$ cat src/hdl/gemm_pkg.sv
// Shared types and constants for the matrix multiply-accumulate block.
package gemm_pkg;

  localparam int unsigned ReqW = 3;
  localparam int unsigned IdxW = 4;
  localparam int unsigned ValW = 16;
  localparam int unsigned DimW = 5;
  localparam int unsigned AccW = 48;

  localparam logic [ReqW-1:0] REQ_WR_A    = 3'd0;
  localparam logic [ReqW-1:0] REQ_WR_B    = 3'd1;
  localparam logic [ReqW-1:0] REQ_WR_C    = 3'd2;
  localparam logic [ReqW-1:0] REQ_COMPUTE = 3'd3;
  localparam logic [ReqW-1:0] REQ_RD_C    = 3'd4;

  localparam logic [2:0] REG_TRANS_A = 3'd0;
  localparam logic [2:0] REG_TRANS_B = 3'd1;
  localparam logic [2:0] REG_ROWS_M  = 3'd2;
  localparam logic [2:0] REG_COLS_N  = 3'd3;
  localparam logic [2:0] REG_INNER_K = 3'd4;
  localparam logic [2:0] REG_ALPHA   = 3'd5;
  localparam logic [2:0] REG_BETA    = 3'd6;

  typedef struct packed {
    logic [ReqW-1:0]        req_type;
    logic [IdxW-1:0]        row_index;
    logic [IdxW-1:0]        col_index;
    logic signed [ValW-1:0] element_value;
  } gemm_in_t;

  typedef struct packed {
    logic [ReqW-1:0]        ack_kind;
    logic signed [ValW-1:0] read_value;
  } gemm_out_t;

  // control handed down the cell chain with each operand pair
  typedef struct packed {
    logic valid;
    logic first;
    logic last;
  } gemm_tag_t;

endpackage

$ cat src/hdl/gemm_mac_cell.sv
// One cell of the chain: a registered stage of the multiply-accumulate pipe.
module gemm_mac_cell import gemm_pkg::*; #(
  parameter int unsigned STAGE = 0
) (
  input  logic                   clk,
  input  logic                   rst,
  input  gemm_tag_t              tag_in,
  input  logic signed [ValW-1:0] a_in,
  input  logic signed [ValW-1:0] b_in,
  input  logic signed [AccW-1:0] acc_in,
  output gemm_tag_t              tag_out,
  output logic signed [ValW-1:0] a_out,
  output logic signed [ValW-1:0] b_out,
  output logic signed [AccW-1:0] acc_out
);

  logic signed [2*ValW-1:0] prod;
  logic signed [AccW-1:0]   acc_next;

  // stage 0 multiplies, stage 1 accumulates and holds between elements
  always_comb begin
    prod     = a_in * b_in;
    acc_next = acc_out;
    if (STAGE == 0) begin
      acc_next = AccW'(prod);
    end else if (tag_in.valid) begin
      acc_next = tag_in.first ? acc_in : acc_out + acc_in;
    end
  end

  always_ff @(posedge clk) begin
    if (rst) begin
      tag_out <= '0;
    end else begin
      tag_out <= tag_in;
    end
    a_out   <= a_in;
    b_out   <= b_in;
    acc_out <= acc_next;
  end

endmodule

$ cat config.mk
export PLATFORM = sky130hd
export DESIGN_NAME = gemm_mac_cell
export DESIGN_NICKNAME = d
export VERILOG_FILES = /design/src/hdl/gemm_pkg.sv /design/src/hdl/gemm_mac_cell.sv
export SDC_FILE = /design/constraint.sdc
export NUM_CORES = 1
export LEC_CHECK = 0
export BUFFER_PORTS_ARGS = -buffer_cell sky130_fd_sc_hd__buf_4
export CORE_ASPECT_RATIO = 1.1
export CORE_MARGIN = 3
export CORE_UTILIZATION = 60
export DETAILED_ROUTE_END_ITERATION = 12
export PLACE_DENSITY_LB_ADDON = 0.3
export SKIP_LAST_GASP = 1
export SYNTH_ARGS = -nofsm -noshare
export SYNTH_HDL_FRONTEND = slang
export SYNTH_SLANG_ARGS = --single-unit
$ cat constraint.sdc
create_clock -name clk -period 10.7 [get_ports clk]
set_clock_uncertainty 0.1 [all_clocks]
set_input_delay 1.07 -clock clk [delete_from_list [all_inputs] [get_ports clk]]
set_output_delay 1.07 -clock clk [all_outputs]
set_load 0.05 [all_outputs]
==> tab_implementation.tex <==
\begin{tabular}{lr}
\hline
Metric & Value \\
\hline
\multicolumn{2}{l}{\textbf{STA}} \\
\quad Relative max-transition margin & $\sim$64\% \\
\quad Max-slew violation count & 0 \\
\quad Final TNS setup & 0 ns \\
\quad Actual slew at the worst max-slew pin & 0.522 ns \\
\quad Peak Freq & around 0.15 GHz \\
\quad Count of final setup violators & 0 \\
\quad RSZ-0062 raised after global routing & no \\
\quad Minimum clock period & 6.75 ns \\
\quad Total count of hold-check failures in the final report & 0 \\
\quad Post-route fraction of the period consumed by the critical path & 63.0\% \\
\multicolumn{2}{l}{\textbf{Floorplanning}} \\
\quad Die height & 150 um \\
\quad Die area & 20,600 um2 \\
\quad Initial core utilization & between 60\% and 70\% \\
\quad Overall die width & $\sim$140 um \\
\quad Number of cell rows & 52 \\
\quad I/O pin cnt & about 170 \\
\quad Area of the core & 18,500 um2 \\
\multicolumn{2}{l}{\textbf{Synth}} \\
\quad Net count after synthesis & 1,597 \\
\quad Post-synth EDFFs & 0 \\
\quad Async S/R FF share, synth & 0\% \\
\quad Mapped Cells & 1,168 \\
\quad Flop and latch count out of synthesis & 67 \\
\quad Most used DFF post-synth & dfxtp\_1 \\
\quad Synth Cell Area & 11,300 um2 \\
\quad Seq/Total Area, Yosys & 11.8\% \\
\quad Synthesized area per cell & 9.71 um2 \\
\quad Distinct cell type count after synthesis & 50 \\
\quad Count of warnings emitted by yosys & 0 \\
\multicolumn{2}{l}{\textbf{Critical path}} \\
\quad Required @ worst endpoint & 10.88 ns \\
\quad Buffers and inverters on the worst path & 4 \\
\quad Endpoint type of the worst setup path & flop \\
\quad Biggest fanout along the worst timing path & 17 \\
\quad Cell breakdown of the critical path & buf\_4 > nand2\_1 > inv\_1 > fa\_1 > fa\_1 > fa\_1 > fa\_1 > fa\_1 > inv\_1 > fa\_1 > inv\_1 > ha\_1 > a21o\_1 > o21bai\_1 > a21oi\_1 > o211ai\_2 > or2\_1 > a2111o\_1 > o211ai\_2 \\
\quad Biggest cell delay along the critical path & about 0.80 ns \\
\quad Sort of element at the start of the critical path & input port \\
\quad Cell occurring most often along the worst timing path & fa\_1 \\
\quad Cell type of the slowest stage on the worst timing path & fa\_1 \\
\quad Data arrival time of the critical path & $\sim$6.9 ns \\
\quad Category of the most critical setup path & input port to flop \\
\quad Critical path's top delay family & adder cells \\
\multicolumn{2}{l}{\textbf{Global route}} \\
\quad Overall track demand over capacity in global routing & 26.0\% \\
\quad Number of global-route vias before repair & 8,634 \\
\quad Gr ovfl total & 0 \\
\quad First-pass GRT wire length & about 42 mm \\
\quad Pin count of the biggest net entering global routing & 18 \\
\quad Antenna violations before repair & 0 \\
\multicolumn{2}{l}{\textbf{Place}} \\
\quad GPL Wtd Cong & 0.833 \\
\quad HPWL Detailed & 20.2 mm \\
\quad Input/output buffers & 119 \\
\multicolumn{2}{l}{\textbf{Final layout}} \\
\quad Fraction of final layout cells sized beyond drive strength 1 & 11.5\% \\
\quad Layout net count & 1,676 \\
\quad Count of inserted antenna diode cells & 0 \\
\quad Synth-to-layout area growth & 10.9\% \\
\quad Final Core Density & 68.1\% \\
\multicolumn{2}{l}{\textbf{Run status}} \\
\quad Result of the run & finished clean \\
\multicolumn{2}{l}{\textbf{Route}} \\
\quad Remaining routing DRC violations & 0 \\
\quad Routed length per placed instance & 16.8 um \\
\quad Detailed Route WL & 25.1 mm \\
\quad Number of nets with antenna violations after routing & 0 \\
\quad Detailed Routing Iterations Pass 1 & 5 \\
\quad Iteration-0 DRC count of the detailed router & approximately 290 \\
\quad Average via count per standard cell & about 5.3 \\
\quad Count of vias placed by the detailed router & 7,872 \\
\multicolumn{2}{l}{\textbf{Hold path}} \\
\quad Worst hold-check path type & input port to flop \\
\multicolumn{2}{l}{\textbf{Clock network}} \\
\quad Post-CTS Hold Buffers & 0 \\
\quad H-tree level count & 3 \\
\quad Deepest clock path buffer count & 2 \\
\quad Number of sinks handled by clock tree synthesis & 67 \\
\quad Quantity of gates resized following cts & 0 \\
\quad Clock-pin slew on the worst setup and hold paths & 0.06 ns \\
\quad Post-CTS repair timing setup buffer count & 0 \\
\quad Inserted Clock Buffers & 9 \\
\quad Clock tree from TritonCTS & yes \\
\quad CTS Root Cell & clkbuf\_16 \\
\multicolumn{2}{l}{\textbf{Run}} \\
\quad Max-cap violation count & 0 \\
\hline
\end{tabular}
## cells by family (layout without fill, tap and decap cells)
kind of cell	count (synthesis)	in the layout	share of synthesized area, %
and+or+nand+nor	312	312	14.0
adders and majority gates	344	344	55.3
xor gates and xnor gates	32	32	2.47
buffers and inverters	337	421	11.8
DFF	67	67	11.8
AOI/OAI and AO/OA	76	76	4.69
## stage by stage
step	cells	instance area (um2)	setup WS, ns	hold WS (ns)
2_1_floorplan	1168	11300	4.14	0.998
3_3_place_gp	1479	12300	3.68	1.12
3_5_place_dp	1479	12300	3.60	1.13
4_1_cts	1495	12600	3.94	0.775
5_1_grt	1495	12600	3.73	0.776
6_report	1495	12600	3.95	0.784
## layer usage
| metal | up-vias | routed length (um) | GRT usage, % |
|---|---|---|---|
| li1 | 3564 | - | - |
| met1 | 3991 | 9550 | 32.6 |
| met2 | 252 | 13300 | 45.7 |
| met3 | 65 | 1450 | 4.18 |
| met4 | 0 | 824 | 8.83 |
| met5 | - | 0 | 0 |
## sequential cells by signal, indices dropped and copies added (netlist names)
name and flops:
tag_out 3, a_out 16, b_out 16, acc_out 32
## cell usage after synthesis (3+ instances only)
| master | number | area [um2] |
|---|---|---|
| clkbuf_1 | 32 | 120 |
| buf_4 | 16 | 120 |
| xnor2_1 | 24 | 210 |
| nor2_1 | 24 | 90.1 |
| ha_1 | 82 | 1030 |
| o21bai_1 | 4 | 30.0 |
| and3_1 | 3 | 18.8 |
| nor2b_1 | 4 | 25.0 |
| a21o_1 | 12 | 90.1 |
| dfxtp_1 | 67 | 1340 |
| o211ai_1 | 3 | 22.5 |
| and2_1 | 126 | 788 |
| fa_1 | 262 | 5250 |
| o21ai_0 | 11 | 55.1 |
| nand2_1 | 128 | 480 |
| o21a_1 | 4 | 30.0 |
| nand2b_1 | 6 | 37.5 |
| xor2_1 | 8 | 70.1 |
| a211oi_1 | 4 | 30.0 |
| a21oi_1 | 18 | 90.1 |
| inv_1 | 286 | 1070 |
| a31oi_1 | 3 | 18.8 |
| nand3_1 | 4 | 20.0 |
## final cells by class
| class | instances | area, um2 |
|---|---|---|
| clock inverter | 7 | 80.1 |
| clock buffer | 9 | 225 |
| tap | 243 | 304 |
| sequential | 67 | 1340 |
| timing repair buffer | 119 | 893 |
| multi-input combinational | 764 | 8670 |
| inverter | 286 | 1070 |
| fill | 1433 | 5890 |
## path summary, 6_finish.rpt
kind	depth (start not counted)	from	endpoint	slack (ns)
worst min-delay path	1	b_in[15]	b_out[15]$_DFF_P_	0.78
worst max-delay path	19	a_in[15]	acc_out[25]$_DFF_P_	3.95
## layout by cell type, fill, tap and decap left out, types with 6 or more instances in the layout
| cell type | netlist | routed |
|---|---|---|
| o21ai_0 | 11 | 11 |
| a21oi_1 | 18 | 18 |
| buf_4 | 16 | 119 |
| fa_1 | 262 | 262 |
| ha_1 | 82 | 82 |
| inv_1 | 286 | 286 |
| a21o_1 | 12 | 12 |
| and2_1 | 126 | 126 |
| nand2b_1 | 6 | 6 |
| nand2_1 | 128 | 128 |
| nor2_1 | 24 | 24 |
| xnor2_1 | 24 | 24 |
| dfxtp_1 | 67 | 67 |
| clkbuf_16 | 0 | 9 |
| xor2_1 | 8 | 8 |
Power is left out: the tool's default activity adds up to more than one toggle a clock period on the data nets, which glitch-free logic cannot reach.
